## config.mk

```make
export PLATFORM = sky130hd
export DESIGN_NAME = izh_queue
export DESIGN_NICKNAME = d
export VERILOG_FILES = /design/src/izh_queue.sv
export SDC_FILE = /design/constraint.sdc
export NUM_CORES = 1
export LEC_CHECK = 0
export BUFFER_PORTS_ARGS = -buffer_cell sky130_fd_sc_hd__buf_2
export CAP_MARGIN = 5
export CORE_MARGIN = 4
export CORE_UTILIZATION = 59
export DETAILED_ROUTE_END_ITERATION = 10
export PLACE_DENSITY = 0.82
export SETUP_SLACK_MARGIN = 0.1
export SLEW_MARGIN = 20
export SYNTH_ARGS = -nofsm -noshare
export SYNTH_HDL_FRONTEND = slang
export SYNTH_SLANG_ARGS = --single-unit
export TNS_END_PERCENT = 100
```

## constraint.sdc

```tcl
create_clock -name clk -period 6.47 [get_ports clk]
set_clock_uncertainty 0.1 [all_clocks]
set_input_delay 1.941 -clock clk [delete_from_list [all_inputs] [get_ports clk]]
set_output_delay 1.941 -clock clk [all_outputs]
set_load 0.005 [all_outputs]
```

## src/izh_queue.sv

```systemverilog
// Small register-based FIFO that decouples the front end from the update engine.
// Generic width and depth; depends on no package.
module izh_queue #(
    parameter int WIDTH = 8,
    parameter int DEPTH = 4
) (
    input  logic             clk,
    input  logic             rst_n,
    input  logic             push_valid,
    output logic             push_ready,
    input  logic [WIDTH-1:0] push_data,
    output logic             pop_valid,
    input  logic             pop_ready,
    output logic [WIDTH-1:0] pop_data
);

    localparam int AW = (DEPTH > 1) ? $clog2(DEPTH) : 1;
    localparam int CW = $clog2(DEPTH + 1);

    logic [WIDTH-1:0] mem_reg [DEPTH];
    logic [AW-1:0]    wr_ptr_reg;
    logic [AW-1:0]    rd_ptr_reg;
    logic [CW-1:0]    count_reg;
    logic             push_fire;
    logic             pop_fire;

    assign push_ready = (count_reg != CW'(DEPTH));
    assign pop_valid  = (count_reg != '0);
    assign pop_data   = mem_reg[rd_ptr_reg];
    assign push_fire  = push_valid && push_ready;
    assign pop_fire   = pop_valid && pop_ready;

    function automatic logic [AW-1:0] bump(input logic [AW-1:0] p);
        return (p == AW'(DEPTH - 1)) ? '0 : p + 1'b1;
    endfunction

    always_ff @(posedge clk)
    begin
        if (push_fire)
            mem_reg[wr_ptr_reg] <= push_data;
    end

    always_ff @(posedge clk or negedge rst_n)
    begin
        if (!rst_n)
        begin
            wr_ptr_reg <= '0;
            rd_ptr_reg <= '0;
            count_reg  <= '0;
        end
        else
        begin
            if (push_fire)
                wr_ptr_reg <= bump(wr_ptr_reg);
            if (pop_fire)
                rd_ptr_reg <= bump(rd_ptr_reg);
            if (push_fire && !pop_fire)
                count_reg <= count_reg + 1'b1;
            else if (pop_fire && !push_fire)
                count_reg <= count_reg - 1'b1;
        end
    end

    a_count_bound: assert property (@(posedge clk) disable iff (!rst_n)
        count_reg <= CW'(DEPTH))
        else $error("queue count beyond depth");

    a_count_up: assert property (@(posedge clk) disable iff (!rst_n)
        push_fire && !pop_fire |=> count_reg == $past(count_reg) + 1'b1)
        else $error("queue count did not follow a lone push");

endmodule

```

==> impl_metrics.json <==
{
  "status": "completed",
  "gr-total-overflow": 0,
  "clkTransAtPathRegs_ns": 0.10,
  "synth_edf_count": 32,
  "areaGrowthSynthToFinish_pct": 12.1,
  "cts_tree": "built",
  "drv_cap": 0,
  "io_buffer_count": 21,
  "crit_fanout": 11,
  "synthMuxAreaShare_pct": 15.3,
  "syn-instance-count": 78,
  "cts_hold_buffers": 0,
  "ir_worst_vdd_mv": 0.259,
  "clock_path_buffers": 2,
  "ctsResizeCount": 0,
  "ys.flop_type": "edfxtp_1",
  "synth-async-reset-ratio_pct": 17.9,
  "comb_power_share_pct": 31.4,
  "die-area_sq_um": 3600,
  "die_x_um": 60.0,
  "slew_headroom_pct": 61.6,
  "seqPwrFrac_pct": 52.3,
  "synth_compound_area_share_pct": 0,
  "fillCellCount": 170,
  "register_area_sq_um": 1140,
  "switching_share_pct": 29.2,
  "max_freq_mhz": 263,
  "power.internal_mw": 0.534,
  "rsz0062_at_grt": "no",
  "start_util_pct": 63.2,
  "largest_reg_flops": 32,
  "synth_fa_ha_area_share_pct": 5.97,
  "fin_ws_ns": 2.66,
  "drt_wl_total_um": 2320,
  "ioPinCount": 22,
  "routabilityCongestion": 0.629,
  "via_per_inst": 5.68,
  "startpoint_type": "register",
  "yosysTopAreaCellShare_pct": 60.3,
  "worst_pin_slew_ns": 0.576,
  "gr-usage-all-layers_pct": 16.1,
  "root_buffer": "clkbuf_4",
  "power.density_nw_per_um2": 422,
  "synth-seq-area-share_pct": 71.3,
  "antenna_found_initial": 0,
  "ys_warn_count": 0,
  "dp_slack_ns": 2.99,
  "clkPwrFrac_pct": 16.3,
  "drtPass1Iterations": 4,
  "nets": 123,
  "hpwl_um": 1640,
  "syn_area_sq_um": 1590,
  "synth_common_cells": "32 x edfxtp_1, 8 x mux4_2, 7 x dfrtp_1",
  "path_class": "register to output pin",
  "cts.sink_count": 39,
  "vias": 767,
  "worstPathArrival_ns": 1.77,
  "synthTopCellsByArea": "edfxtp_1 60%, mux4_2 11%, dfrtp_1 11%",
  "synth_xor_area_share_pct": 1.65,
  "synth.most_common_cell": "edfxtp_1",
  "p_switching_mw": 0.221,
  "hp-class": "register to register",
  "p_leak_nw": 0.685,
  "clk_latency_ns": 0.33,
  "grt_pass1_vias": 805,
  "grt_pass1_wl_um": 3860,
  "fin_crit_ns": 3.81,
  "setup_viol": 0,
  "synthSimpleGateAreaFrac_pct": 4.55,
  "setup_tns_ns": 0,
  "numCtsBuffers": 5,
  "hold_viol_final": 0,
  "post_cts_buffers": 0,
  "syn_area_per_cell_sq_um": 20.4,
  "core-area_sq_um": 2520,
  "yosys.area.top_type": "edfxtp_1",
  "postRouteAntennaNets": 0,
  "drt_iter0_drc": 26,
  "drive_gt1_share_pct": 44.8,
  "n_antenna_cell": 0,
  "synthesis.nets": 97,
  "ys_seq_elements": 39,
  "htree_levels": 2,
  "slew_violations": 0,
  "fp.dieH_um": 60.0,
  "synth.distinct_cells": 18,
  "critical_path_required_ns": 4.43,
  "avgRoutedWirePerCell_um": 17.2,
  "drc_errors": 0,
  "endpoint_kind": "output pin",
  "period_share_pct": 58.9,
  "synth_top_family_by_area": "multiplexers",
  "multi_input_area_sq_um": 438,
  "floorplan.rows": 18,
  "grt_start_max_net_pins": 12
}
worst paths after layout:
path / start / endpoint / slack (ns) / depth (start not counted)
worst min-delay path: count_reg[2]$_DFFE_PN0P_ / count_reg[2]$_DFFE_PN0P_ / 0.38 / 1
max in group asynchronous: rst_n / rd_ptr_reg[1]$_DFFE_PN0P_ / 4.79 / 1
worst max-delay path: rd_ptr_reg[0]$_DFFE_PN0P_ / pop_data[1] / 2.66 / 2
min in group asynchronous: rst_n / count_reg[0]$_DFFE_PN0P_ / 1.32 / 1
worst min register to register: count_reg[2]$_DFFE_PN0P_ / count_reg[2]$_DFFE_PN0P_ / 0.38 / 1
worst max register to register: count_reg[0]$_DFFE_PN0P_ / count_reg[2]$_DFFE_PN0P_ / 4.16 / 8
worst max-delay path: stages (launching register included):
cell	delay, ns
dfrtp_1	0.72
mux4_2	0.57
buf_2	0.14
cell families (layout without fill, tap and decap cells):
| logic type | Yosys count | count (layout) |
|---|---|---|
| DFF | 39 | 39 |
| muxes | 13 | 13 |
| and+or+nand+nor | 11 | 11 |
| adders and majority gates | 7 | 7 |
| buffers and inverters | 5 | 32 |
| xor gates and xnor gates | 3 | 3 |
per-layer routing:
| layer | GRT usage, % | share of wire [%] | up-vias |
|---|---|---|---|
| met2 | 25.8 | 49 | 19 |
| li1 | - | - | 356 |
| met1 | 19.5 | 43 | 387 |
| met3 | 6.26 | 5.8 | 5 |
| met4 | 6.65 | 1.7 | 0 |
| met5 | 0 | 0 | - |
cells in the final DEF, fill, tap and decap left out:
master,n
and2_4,1
and3_2,4
buf_2,21
clkbuf_1,1
clkbuf_4,5
clkbuf_8,1
clkinv_1,1
dfrtp_1,7
edfxtp_1,32
fa_1,1
ha_1,6
inv_1,3
mux2_2,3
mux2_4,2
mux4_2,8
nand2_1,1
nor2_1,3
or3_2,1
or3b_4,1
xnor2_1,1
xor2_1,2
through the flow:
| step | cells | total power [mW] | cell area (sq um) | hold slack (ns) | util, % |
|---|---|---|---|---|---|
| 2_1_floorplan | 78 | 0.564 | 1590 | 0.349 | - |
| 3_3_place_gp | 127 | 0.631 | 1730 | 0.363 | 68.5 |
| 3_5_place_dp | 127 | 0.645 | 1730 | 0.367 | 68.5 |
| 4_1_cts | 135 | 0.767 | 1790 | 0.385 | 70.8 |
| 5_1_grt | 135 | 0.817 | 1790 | 0.412 | 70.8 |
| 6_report | 135 | 0.755 | 1790 | 0.384 | 70.8 |
final cells by class:
class | instances | area share, %
clock buffer | 7 | 3.08
clock inverter | 1 | 0.210
inverter | 3 | 0.630
multi-input combinational | 34 | 24.5
sequential | 39 | 63.6
tap | 30 | 2.10
timing repair buffer | 21 | 5.88
power by group through the flow:
stage	logic [mW]	clock network (mW)	registers, mW
2_1_floorplan	0.196	0	0.367
3_3_place_gp	0.233	0	0.398
3_5_place_dp	0.242	0	0.402
4_1_cts	0.244	0.126	0.397
5_1_grt	0.268	0.142	0.408
6_report	0.237	0.123	0.395
(Power assumes the default switching activity.)
