### src/izh_pkg.sv
// Shared types, constants and arithmetic helpers for the Izhikevich neuron step block.
// Used by the front end, the update engine and the top level.
// Depends on nothing else.
package izh_pkg;

    localparam int QUEUE_DEPTH = 4;

    // Configuration register indexes, in register-file order.
    typedef enum logic [2:0] {
        REG_GAIN_V  = 3'd0,
        REG_STEP_V  = 3'd1,
        REG_RATE_U  = 3'd2,
        REG_SENS_B  = 3'd3,
        REG_JUMP_D  = 3'd4,
        REG_THR_VT  = 3'd5,
        REG_REST_VR = 3'd6,
        REG_PEAK_V  = 3'd7
    } cfg_reg_t;

    localparam logic signed [31:0] GAIN_V_RST  = 32'sd107374;
    localparam logic signed [31:0] STEP_V_RST  = 32'sd42950;
    localparam logic signed [31:0] RATE_U_RST  = 32'sd107374;
    localparam logic signed [31:0] SENS_B_RST  = -32'sd536870912;
    localparam logic signed [31:0] JUMP_D_RST  = 32'sd13107200;
    localparam logic signed [31:0] THR_VT_RST  = -32'sd2621440;
    localparam logic signed [31:0] REST_VR_RST = -32'sd3932160;
    localparam logic signed [31:0] PEAK_V_RST  = 32'sd1966080;

    typedef struct packed {
        logic               req_type;
        logic signed [31:0] weight_or_voltage;
        logic signed [31:0] presyn_value;
        logic               last_synapse;
        logic signed [31:0] bias_current;
    } in_item_t;

    typedef struct packed {
        logic signed [31:0] voltage;
        logic signed [31:0] recovery;
        logic               spiked;
    } out_item_t;

    typedef struct packed {
        logic signed [31:0] gain_v;
        logic signed [31:0] step_v;
        logic signed [31:0] rate_u;
        logic signed [31:0] sens_b;
        logic signed [31:0] jump_d;
        logic signed [31:0] thr_vt;
        logic signed [31:0] rest_vr;
        logic signed [31:0] peak_v;
    } cfg_t;

    // Command kinds handed from the front end to the update engine.
    typedef enum logic [1:0] {
        CMD_ACC  = 2'd0,
        CMD_LAST = 2'd1,
        CMD_INIT = 2'd2
    } cmd_kind_t;

    typedef struct packed {
        cmd_kind_t          kind;
        logic signed [63:0] product;
        logic signed [31:0] bias;
        logic signed [31:0] voltage;
    } cmd_t;

    // Clamp a wide signed value to the signed 32-bit range.
    function automatic logic signed [31:0] sat32(input logic signed [65:0] x);
        logic signed [65:0] hi;
        logic signed [65:0] lo;
        hi = 66'sh0_7FFF_FFFF;
        lo = -66'sh0_8000_0000;
        if (x > hi)
            return 32'sh7FFF_FFFF;
        else if (x < lo)
            return 32'sh8000_0000;
        else
            return x[31:0];
    endfunction

    // Signed 64-bit add that saturates instead of wrapping.
    function automatic logic signed [63:0] sat_add64(input logic signed [63:0] a,
                                                     input logic signed [63:0] b);
        logic [64:0] sum;
        sum = {a[63], a} + {b[63], b};
        if (sum[64] != sum[63])
            return sum[64] ? {1'b1, 63'd0} : {1'b0, {63{1'b1}}};
        else
            return sum[63:0];
    endfunction

endpackage

### src/izh_front.sv
// Front end of the neuron step block: classifies each input item and forms the
// full-precision synapse product. Depends on izh_pkg.
module izh_front
    import izh_pkg::*;
(
    input  logic     in_valid,
    output logic     in_ready,
    input  in_item_t in_data,
    output logic     push_valid,
    input  logic     push_ready,
    output cmd_t     push_data
);

    logic signed [63:0] product;

    // The product is registered in the queue entry before it is accumulated.
    assign product = in_data.weight_or_voltage * in_data.presyn_value;

    always_comb
    begin
        push_data.product = product;
        push_data.bias    = in_data.bias_current;
        push_data.voltage = in_data.weight_or_voltage;
        if (in_data.req_type)
            push_data.kind = CMD_INIT;
        else if (in_data.last_synapse)
            push_data.kind = CMD_LAST;
        else
            push_data.kind = CMD_ACC;
    end

    assign push_valid = in_valid;
    assign in_ready   = push_ready;

endmodule

### config.mk
export PLATFORM = sky130hd
export DESIGN_NAME = izh_front
export DESIGN_NICKNAME = d
export VERILOG_FILES = /design/src/izh_pkg.sv /design/src/izh_front.sv
export SDC_FILE = /design/constraint.sdc
export NUM_CORES = 2
export LEC_CHECK = 0
export BUFFER_PORTS_ARGS = -buffer_cell sky130_fd_sc_hd__buf_4
export CORE_MARGIN = 2
export CORE_UTILIZATION = 25
export DETAILED_ROUTE_END_ITERATION = 10
export PLACE_DENSITY_LB_ADDON = 0.2
export SETUP_SLACK_MARGIN = 0.4
export SYNTH_ARGS = -nofsm -noshare
export SYNTH_HDL_FRONTEND = slang
export SYNTH_SLANG_ARGS = --single-unit
### constraint.sdc
create_clock -name vclk -period 10.9
set_clock_uncertainty 0.2 [all_clocks]
set_input_delay 1.09 -clock vclk [all_inputs]
set_output_delay 1.09 -clock vclk [all_outputs]
set_load 0.02 [all_outputs]
==> run_results.csv <==
group,metric,value,unit
final_layout,drive_above_1_share,0.0665,
worst_setup_path,cp.required,9610,ps
logic_synthesis,yosys-top-cells-area,"fa_1, inv_1, and2_1",
route,via_per_inst,4.34,
route,drt_iter0_markers,1017,
final_layout,nets,5293,
place,dp_slack,279,ps
grt,grt_busiest_layer,"met2",
logic_synthesis,netlist_area,36900,sq um
final_layout,syn_to_final_growth,7.81,%
sta,finalSetupTns,0,ps
sta,finalHoldViolations,0,
logic_synthesis,synth_cell_types,68,
final_layout,clkbuf_count,0,
worst_hold_path,holdCritPathClass,"input port to output pin",
grt,antenna_found_initial,4,
place,place_hpwl,96900,um
grt,grtUsageTotal,0.157,
worst_setup_path,arrival,9020,ps
logic_synthesis,yosysMostFrequentCell,"fa_1",
sta,clock.fmax,97.0,MHz
sta,setup_viol,0,
worst_setup_path,crit_top_cell,"fa_1",
final_layout,fin_util,0.272,
floorplanning,die_y,388,um
grt,grt_max_degree,34,
logic_synthesis,yosys.area.top_type,"fa_1",
route,vias,25400,
worst_setup_path,path_class,"input port to output pin",
logic_synthesis,ys_top_cells_by_count,"fa_1, inv_1, nand2_1, and2_1, clkbuf_1",
sta,rsz0062_at_grt,"no",
final_layout,seq_cell_count,0,
worst_setup_path,critPathLaunchType,"input port",
logic_synthesis,syn_area_per_cell,9.27,sq um
route,wl,115000,um
worst_setup_path,cp_cell_sequence,"buf_4 -> buf_4 -> nand2_1 -> fa_1 -> inv_1 -> fa_1 -> fa_1 -> inv_1 -> fa_1 -> inv_1 -> fa_1 -> fa_1 -> fa_1 -> fa_1 -> ha_1 -> a21o_1 -> a31oi_1 -> o221ai_1 -> buf_4 -> nand3b_1 -> o21ai_1 -> nand2_1 -> o311ai_1 -> buf_4",
final_layout,nFillCells,15800,
floorplanning,die_area,151000,sq um
status,status,"complete, no violations",
grt,globalRouteMet1Util,0.199,
floorplanning,rows,140,
sta,slew_headroom,0.443,
grt,grt_pass1_wl,181000,um
logic_synthesis,syn_nets,5344,
sta,layout_setup_ws,593,ps
floorplanning,io_pins,232,
flow_run,cap_viol_max_count,0,
grt,globalRouteOverflowTotal,0,
floorplanning,start_util,0.252,
logic_synthesis,ys_seq_area_frac,0,
logic_synthesis,syn_inst,3978,
sta,min_period,10310,ps
route,drtPass1Iterations,5,
sta,whs,1980,ps
sta,slew_viol_final,0,
grt,use_met3,0.0151,
grt,first_global_vias,28800,
worst_setup_path,critPathMaxFanout,18,
route,drc,0,
sta,fin_crit_sh,0.946,
final_layout,regArea,0,sq um
logic_synthesis,yosysTopAreaCellShare,0.587,
floorplanning,die_w,388,um
grt,use_met2,0.289,
logic_synthesis,ys_warn_count,0,
sta,worstMarginPinSlew,827,ps
route,final_antenna_net_count,0,
worst_setup_path,end_kind,"output pin",
place,port_buffers,164,
route,wl_per_cell,19.8,um
worst_setup_path,cpPeakStageDelay,580,ps
worst_setup_path,cpMaxStageDelayCell,"fa_1",
floorplanning,fp.coreArea,146000,sq um
place,gp_congestion,0.802,
## worst paths after layout
path | startpoint | endpoint | slack, ps | cells after the start
worst min-delay path | push_ready | in_ready | 1980 | 0
worst max-delay path | in_data[38] | push_data[125] | 590 | 24
## metal layers
| metal | vias to the layer above | share of wire |
|---|---|---|
| met2 | 400 | 0.53 |
| met1 | 13700 | 0.41 |
| met3 | 98 | 0.033 |
| met4 | 2 | 0.026 |
| li1 | 11200 | - |
| met5 | - | 0.00011 |
## cell type report
| class | instances | area (sq um) | area share |
|---|---|---|---|
| multi-input cells | 2744 | 32000 | 0.806 |
| inverters | 953 | 3580 | 0.0900 |
| well taps | 1917 | 2400 | 0.0603 |
| repair buffers | 228 | 1740 | 0.0439 |
| diodes | 1 | 2.50 | 0.0000629 |
## logic make-up after synthesis
family / share of synthesized area
AO/OA/AOI/OAI: 0.0383
adder cells (fa/ha/maj): 0.650
XOR/XNOR: 0.0169
buffers and inverters: 0.133
AND/OR/NAND/NOR: 0.163
## timing repair
| item | in CTS | in global routing |
|---|---|---|
| pin swaps | 1 | 1 |
| resized for setup | 3 | 15 |
| setup buffers | 5 | 2 |
| endpoints found under the hold margin | 0 | 0 |
| hold buffers | 0 | 0 |
| endpoints found under the setup margin | 1 | 15 |
## placed cells by master, fill, tap and decap left out, types with 3 or more instances in the layout
| cell type | count |
|---|---|
| fa_1 | 1079 |
| inv_1 | 950 |
| nand2_1 | 532 |
| and2_1 | 516 |
| buf_4 | 224 |
| ha_1 | 182 |
| nor2_1 | 61 |
| a21oi_1 | 59 |
| xnor2_1 | 42 |
| a21o_1 | 36 |
| o21ai_0 | 32 |
| xor2_1 | 29 |
| nor3_1 | 13 |
| nand4_1 | 13 |
| nand2b_1 | 12 |
| and3_1 | 11 |
| nand3_1 | 11 |
| o21ai_1 | 10 |
| a211oi_1 | 8 |
| o21bai_1 | 8 |
| a31oi_1 | 7 |
| nor2b_1 | 7 |
| o211ai_1 | 4 |
| a2111oi_0 | 3 |
| nand4b_1 | 3 |
| o21ai_2 | 3 |
| a21boi_1 | 3 |
| a211o_1 | 3 |
| a311o_1 | 3 |
| fa_2 | 3 |
## through the flow
step,cell area (sq um),std cells
floorplan,36900,3978
global placement,39700,5835
detailed placement,39700,5835
CTS,39700,5840
global route,39800,5842
finish,39800,5843
## worst max-delay path: cells and delay by family
kind / cells / cell delay (ps)
AND/OR/NAND/NOR: 3 / 580
buffers and inverters: 7 / 1120
adder cells (fa/ha/maj): 9 / 4520
AO/OA/AOI/OAI: 5 / 1680
Power is left out: the tool's default activity adds up to more than one toggle a clock period on the data nets, which glitch-free logic cannot reach.
