### config.mk
export PLATFORM = sky130hd
export DESIGN_NAME = izh_back
export DESIGN_NICKNAME = d
export VERILOG_FILES = /design/src/izh_pkg.sv /design/src/izh_back.sv
export SDC_FILE = /design/constraint.sdc
export NUM_CORES = 2
export LEC_CHECK = 0
export BUFFER_PORTS_ARGS = -buffer_cell sky130_fd_sc_hd__buf_2
export CORE_ASPECT_RATIO = 0.5
export CORE_MARGIN = 2
export CORE_UTILIZATION = 45
export DETAILED_ROUTE_END_ITERATION = 10
export GPL_TIMING_DRIVEN = 0
export PLACE_DENSITY = 0.6
export REMOVE_ABC_BUFFERS = 1
export SETUP_SLACK_MARGIN = 0.2
export SLEW_MARGIN = 20
export SYNTH_ARGS = -nofsm -noshare
export SYNTH_HDL_FRONTEND = slang
export SYNTH_SLANG_ARGS = --single-unit
### constraint.sdc
create_clock -name clk -period 13.2 [get_ports clk]
set_input_delay 0.66 -clock clk [delete_from_list [all_inputs] [get_ports clk]]
set_output_delay 0.66 -clock clk [all_outputs]
set_load 0.02 [all_outputs]
### src/izh_pkg.sv
// Shared types, constants and arithmetic helpers for the Izhikevich neuron step block.
// Used by the front end, the update engine and the top level.
// Depends on nothing else.
package izh_pkg;

    localparam int QUEUE_DEPTH = 4;

    // Configuration register indexes, in register-file order.
    typedef enum logic [2:0] {
        REG_GAIN_V  = 3'd0,
        REG_STEP_V  = 3'd1,
        REG_RATE_U  = 3'd2,
        REG_SENS_B  = 3'd3,
        REG_JUMP_D  = 3'd4,
        REG_THR_VT  = 3'd5,
        REG_REST_VR = 3'd6,
        REG_PEAK_V  = 3'd7
    } cfg_reg_t;

    localparam logic signed [31:0] GAIN_V_RST  = 32'sd107374;
    localparam logic signed [31:0] STEP_V_RST  = 32'sd42950;
    localparam logic signed [31:0] RATE_U_RST  = 32'sd107374;
    localparam logic signed [31:0] SENS_B_RST  = -32'sd536870912;
    localparam logic signed [31:0] JUMP_D_RST  = 32'sd13107200;
    localparam logic signed [31:0] THR_VT_RST  = -32'sd2621440;
    localparam logic signed [31:0] REST_VR_RST = -32'sd3932160;
    localparam logic signed [31:0] PEAK_V_RST  = 32'sd1966080;

    typedef struct packed {
        logic               req_type;
        logic signed [31:0] weight_or_voltage;
        logic signed [31:0] presyn_value;
        logic               last_synapse;
        logic signed [31:0] bias_current;
    } in_item_t;

    typedef struct packed {
        logic signed [31:0] voltage;
        logic signed [31:0] recovery;
        logic               spiked;
    } out_item_t;

    typedef struct packed {
        logic signed [31:0] gain_v;
        logic signed [31:0] step_v;
        logic signed [31:0] rate_u;
        logic signed [31:0] sens_b;
        logic signed [31:0] jump_d;
        logic signed [31:0] thr_vt;
        logic signed [31:0] rest_vr;
        logic signed [31:0] peak_v;
    } cfg_t;

    // Command kinds handed from the front end to the update engine.
    typedef enum logic [1:0] {
        CMD_ACC  = 2'd0,
        CMD_LAST = 2'd1,
        CMD_INIT = 2'd2
    } cmd_kind_t;

    typedef struct packed {
        cmd_kind_t          kind;
        logic signed [63:0] product;
        logic signed [31:0] bias;
        logic signed [31:0] voltage;
    } cmd_t;

    // Clamp a wide signed value to the signed 32-bit range.
    function automatic logic signed [31:0] sat32(input logic signed [65:0] x);
        logic signed [65:0] hi;
        logic signed [65:0] lo;
        hi = 66'sh0_7FFF_FFFF;
        lo = -66'sh0_8000_0000;
        if (x > hi)
            return 32'sh7FFF_FFFF;
        else if (x < lo)
            return 32'sh8000_0000;
        else
            return x[31:0];
    endfunction

    // Signed 64-bit add that saturates instead of wrapping.
    function automatic logic signed [63:0] sat_add64(input logic signed [63:0] a,
                                                     input logic signed [63:0] b);
        logic [64:0] sum;
        sum = {a[63], a} + {b[63], b};
        if (sum[64] != sum[63])
            return sum[64] ? {1'b1, 63'd0} : {1'b0, {63{1'b1}}};
        else
            return sum[63:0];
    endfunction

endpackage

### src/izh_back.sv
// Update engine: accumulates synapse products and runs the Euler step of v and u
// on a shared multiplier, then holds the result in an output register. Depends on izh_pkg.
module izh_back
    import izh_pkg::*;
(
    input  logic      clk,
    input  logic      rst_n,
    input  cfg_t      cfg,
    input  logic      pop_valid,
    output logic      pop_ready,
    input  cmd_t      pop_data,
    output logic      out_valid,
    input  logic      out_ready,
    output out_item_t out_data
);

    typedef enum logic [3:0] {
        S_ACC, S_BIAS, S_DIFF, S_M1, S_M2, S_M3, S_M4, S_M5, S_M6, S_DONE
    } state_t;

    state_t             state_reg;
    logic signed [63:0] acc_reg;
    logic signed [31:0] v_reg;
    logic signed [31:0] u_reg;
    logic signed [31:0] bias_reg;
    logic signed [31:0] cur_reg;
    logic signed [31:0] dr_reg;
    logic signed [31:0] dt_reg;
    logic signed [31:0] ci_reg;
    logic signed [31:0] q_reg;
    logic signed [31:0] w_reg;
    logic signed [39:0] vsum_reg;
    logic signed [63:0] prod_reg;
    logic               out_valid_reg;
    out_item_t          out_data_reg;

    logic signed [31:0] mul_a;
    logic signed [31:0] mul_b;
    logic               mul_en;
    logic signed [39:0] prod_q28;
    logic signed [63:0] bias_q32;
    logic signed [32:0] diff_r;
    logic signed [32:0] diff_t;
    logic signed [32:0] diff_i;
    logic signed [39:0] w_wide;
    logic signed [31:0] vn;
    logic signed [31:0] un0;
    logic signed [31:0] un;
    logic               spike;
    logic               done_fire;

    assign pop_ready = (state_reg == S_ACC);
    assign out_valid = out_valid_reg;
    assign out_data  = out_data_reg;

    // Floor of the product over 2^28 always fits in 36 bits.
    assign prod_q28 = 40'(prod_reg >>> 28);
    assign bias_q32 = {{16{bias_reg[31]}}, bias_reg, 16'd0};
    assign diff_r   = 33'(v_reg) - 33'(cfg.rest_vr);
    assign diff_t   = 33'(v_reg) - 33'(cfg.thr_vt);
    assign diff_i   = 33'(cur_reg) - 33'(u_reg);
    assign w_wide   = prod_q28 - 40'(u_reg);

    assign vn    = sat32(66'(vsum_reg));
    assign un0   = sat32(66'(40'(u_reg) + prod_q28));
    assign spike = (vn >= cfg.peak_v);
    assign un    = spike ? sat32(66'(33'(un0) + 33'(cfg.jump_d))) : un0;

    assign done_fire = (state_reg == S_DONE) && (!out_valid_reg || out_ready);

    // Operand selection for the shared multiplier.
    always_comb
    begin
        mul_a  = dr_reg;
        mul_b  = dt_reg;
        mul_en = 1'b1;
        unique case (state_reg)
            S_M1:
            begin
                mul_a = dr_reg;
                mul_b = dt_reg;
            end
            S_M2:
            begin
                mul_a = cfg.step_v;
                mul_b = ci_reg;
            end
            S_M3:
            begin
                mul_a = cfg.gain_v;
                mul_b = q_reg;
            end
            S_M4:
            begin
                mul_a = cfg.sens_b;
                mul_b = dr_reg;
            end
            S_M6:
            begin
                mul_a = cfg.rate_u;
                mul_b = w_reg;
            end
            S_ACC, S_BIAS, S_DIFF, S_M5, S_DONE:
                mul_en = 1'b0;
        endcase
    end

    always_ff @(posedge clk or negedge rst_n)
    begin
        if (!rst_n)
        begin
            state_reg     <= S_ACC;
            acc_reg       <= '0;
            v_reg         <= '0;
            u_reg         <= '0;
            bias_reg      <= '0;
            cur_reg       <= '0;
            dr_reg        <= '0;
            dt_reg        <= '0;
            ci_reg        <= '0;
            q_reg         <= '0;
            w_reg         <= '0;
            vsum_reg      <= '0;
            prod_reg      <= '0;
            out_valid_reg <= 1'b0;
            out_data_reg  <= '0;
        end
        else
        begin
            if (mul_en)
                prod_reg <= mul_a * mul_b;

            if (done_fire)
                out_valid_reg <= 1'b1;
            else if (out_ready)
                out_valid_reg <= 1'b0;

            unique case (state_reg)
                S_ACC:
                begin
                    if (pop_valid)
                    begin
                        unique case (pop_data.kind)
                            CMD_INIT:
                            begin
                                v_reg   <= pop_data.voltage;
                                u_reg   <= '0;
                                acc_reg <= '0;
                            end
                            CMD_LAST:
                            begin
                                acc_reg   <= sat_add64(acc_reg, pop_data.product);
                                bias_reg  <= pop_data.bias;
                                state_reg <= S_BIAS;
                            end
                            CMD_ACC:
                                acc_reg <= sat_add64(acc_reg, pop_data.product);
                            default:
                                acc_reg <= acc_reg;
                        endcase
                    end
                end
                S_BIAS:
                begin
                    acc_reg   <= sat_add64(acc_reg, bias_q32);
                    state_reg <= S_DIFF;
                end
                S_DIFF:
                begin
                    cur_reg   <= sat32(66'(acc_reg >>> 16));
                    acc_reg   <= '0;
                    dr_reg    <= sat32(66'(diff_r));
                    dt_reg    <= sat32(66'(diff_t));
                    state_reg <= S_M1;
                end
                S_M1:
                begin
                    ci_reg    <= sat32(66'(diff_i));
                    state_reg <= S_M2;
                end
                S_M2:
                begin
                    q_reg     <= sat32(66'(prod_reg >>> 16));
                    state_reg <= S_M3;
                end
                S_M3:
                begin
                    vsum_reg  <= 40'(v_reg) + prod_q28;
                    state_reg <= S_M4;
                end
                S_M4:
                begin
                    vsum_reg  <= vsum_reg + prod_q28;
                    state_reg <= S_M5;
                end
                S_M5:
                begin
                    w_reg     <= sat32(66'(w_wide));
                    state_reg <= S_M6;
                end
                S_M6:
                    state_reg <= S_DONE;
                S_DONE:
                begin
                    if (done_fire)
                    begin
                        v_reg                 <= spike ? cfg.peak_v : vn;
                        u_reg                 <= un;
                        out_data_reg.voltage  <= spike ? cfg.peak_v : vn;
                        out_data_reg.recovery <= un;
                        out_data_reg.spiked   <= spike;
                        state_reg             <= S_ACC;
                    end
                end
            endcase
        end
    end

    a_spike_clamp: assert property (@(posedge clk) disable iff (!rst_n)
        out_valid_reg && out_data_reg.spiked |-> out_data_reg.voltage == cfg.peak_v)
        else $error("spike reported without clamping voltage to the peak");

    a_acc_cleared: assert property (@(posedge clk) disable iff (!rst_n)
        state_reg == S_DIFF |=> acc_reg == '0)
        else $error("accumulator not cleared after the current was taken");

    a_done_free: assert property (@(posedge clk) disable iff (!rst_n)
        state_reg == S_DONE && !out_valid_reg |=> out_valid_reg && state_reg == S_ACC)
        else $error("finished step did not reach a free output register");

endmodule
==> impl_results.md <==
* Worst hold path class: primary input to flip-flop
* Period minus WS final at 12,570 ps
* P&R area growth vs syn at 11.7%
* Root buf cell: clkbuf_16
* CP Max Fanout at 26
* Clock tree buffer depth at 3
* Clk sink count at 510
* Outcome: completed
* Largest stage delay, worst path at 1040 ps
* First-pass GRT wire length at 424,000 um
* CP startpoint kind: flip-flop
* Routed vias/inst at 5.70
* Post_cts resized at 0
* Maxcap violations at 0
* Relative slew margins at 17.1%
* Sum of negative setup slack at 0 ps
* Most common cell after layout, fill and taps aside: inv_1
* Core Util, Final at 50.9%
* CTS Hold Buffers Added at 1
* Vias in the first global route at 68.9k
* Gr ovfl total at 0
* Final net count at 11.8k
* Post-Route Skew at 33.2 ps
* Fmax at 0.0796 GHz
* H-tree levels at 2
* Leading cell types in the layout, fill and taps excluded: inv_1, nand2_1, fa_1, nor2_1, a21oi_1
* Crit end category: flip-flop
* Final instance area at 88,700 um2
* Initial antenna violation count at 16
* Final Max Slew Viols at 0
* EDFF count, synth at 0
* Synth Flop Type: dfrtp_1
* Syn Inst Count at 9,549
* Unrepaired setup endpoints after global routing: no
* Mapped Avg Cell Area at 8.32 um2
* Endpoints failing setup at 0
* Asr flop ratio synth at 100%
* Chip Height at 301 um
* Synthesized flop and latch total at 510
* Die area at 180,000 um2
* Fill count at 16.9k
* Drt wl/cell at 22.7 um
* CP max stage cell: dfrtp_1
* Netlist cell types at 93
* Post-DP HPWL at 226,000 um
* Die width at 598 um
* Placed Area at 86,500 um2
* CTS tree: built
* Initial core utilization at 45.6%
* Largest net degree at the start of global routing at 94
* Max reg flops at 65
* Core footprint at 174,000 um2
* GR peak layer: met2
* Layout cells sized above 1 at 9.76%
* Yosys warning total at 0
* Input/output buffers at 456
* Met2 Track Usage GR at 48.7%
* Fin. Hold Viols at 0
* GPL Wtd Cong at 0.966
* Crit share post-route at 95.2%
* DR pass1 iterations at 6
* Remaining DRCs at 0
* Cts bufs inserted at 60
* Row cnt at 108
* M3 GR Usage at 5.28%
* Grt met1 use at 43.2%
* Final wirelength at 276,000 um
* Total Routing Usage GR at 30.9%
* Sequential area share after synthesis at 16.1%
* Top-level I/O count at 457
* Mapped Area at 79,400 um2
* Crit Path Category: flip-flop to flip-flop
* Post-CTS setup buffers at 0
* Required time of the critical path at 13,740 ps
* Worst-path clk slew at 70 ps
* Worst skew pair latency at 690 ps
* Vias at 69.1k
* Final ANT Viol Nets at 0
* Drt initial violations at 5,996
* Worst Tran Pin Value at 1230 ps
* CP Data Arrival Time at 13,110 ps
[layer usage]
layer	wire, um	share of wire, %	vias to the layer above
met5	102	0.037	-
met4	11100	4.0	14
met3	22400	8.1	429
met1	118000	43	34400
li1	-	-	31700
met2	124000	45	2523
[final timing paths]
kind,slack [ps],end,depth (start not counted),from
max,630,prod_reg[62]$_DFFE_PN0N_,36,state_reg[0]$_DFFE_PN0P_
min,210,bias_reg[8]$_DFFE_PN0P_,2,pop_data[40]
max reg2reg,630,prod_reg[62]$_DFFE_PN0N_,36,state_reg[0]$_DFFE_PN0P_
min reg2reg,470,out_data[0]$_DFFE_PN0P_,2,out_data[0]$_DFFE_PN0P_
max in group asynchronous,11050,prod_reg[42]$_DFFE_PN0N_,5,rst_n
min in group asynchronous,450,vsum_reg[36]$_DFFE_PN0P_,2,rst_n
[cells by family (layout without fill, tap and decap cells)]
kind of cell / after synthesis / count (layout) / synth area share (%)
buf+inv: 1881 / 2130 / 8.93
mux: 79 / 79 / 1.11
other cells: 0 / 8 / 0
flops: 510 / 510 / 16.1
compound gates: 2256 / 2256 / 17.9
simple gates: 2741 / 2741 / 14.7
xor+xnor: 389 / 389 / 4.29
fa+ha+maj: 1693 / 1693 / 37.0
[critical path: cells and delay by family, from the launching register on]
kind            cells  cell delay, ps
flops               1            1040
fa+ha+maj           9            4720
simple gates        6            1820
xor+xnor            1             200
compound gates      8            2770
buf+inv            12            1800
[layout make-up]
type                    count  area (um2)  share of cell area, %
inverters                1419        5330                   6.00
repair buffers            599        5120                   5.77
well taps                2310        2890                   3.26
multi-input cells        7158       60400                   68.1
clock buffers              77        1690                   1.90
diodes                      8        20.0                 0.0226
flip-flops and latches    510       12800                   14.4
clock inverters            35         512                  0.577
[synth_stat cells, types with 24 or more instances]
master	n	area [um2]
nand2_1	1392	5230
or3_1	24	150
o211ai_1	33	248
a211oi_1	48	360
fa_1	1091	21800
a22oi_1	129	968
o21ai_1	28	140
nand3_1	132	661
o21bai_1	71	533
nor2_1	746	2800
and3_1	42	263
nor3_1	61	305
xnor2_1	246	2150
nand4_1	67	419
a31oi_1	80	500
nand2b_1	62	388
o21ai_0	460	2300
a221o_1	42	420
a21oi_1	721	3610
o31ai_1	24	180
mux2_2	73	822
ha_1	600	7510
o21a_1	103	773
dfrtp_1	510	12800
clkbuf_1	420	1580
a21o_1	290	2180
nor2b_1	59	369
inv_1	1418	5320
and2_1	68	425
xor2_1	143	1250
[metrics by stage]
stage               instances  worst slack (ps)  hold WS (ps)
floorplan                9087             -1340           364
global placement        11900             -9430           456
detailed placement      12000               621           464
CTS                     12100               522           175
global route            12100               298           189
finish                  12100               631           212
Power is left out: the tool's default activity adds up to more than one toggle a clock period on the data nets, which glitch-free logic cannot reach.
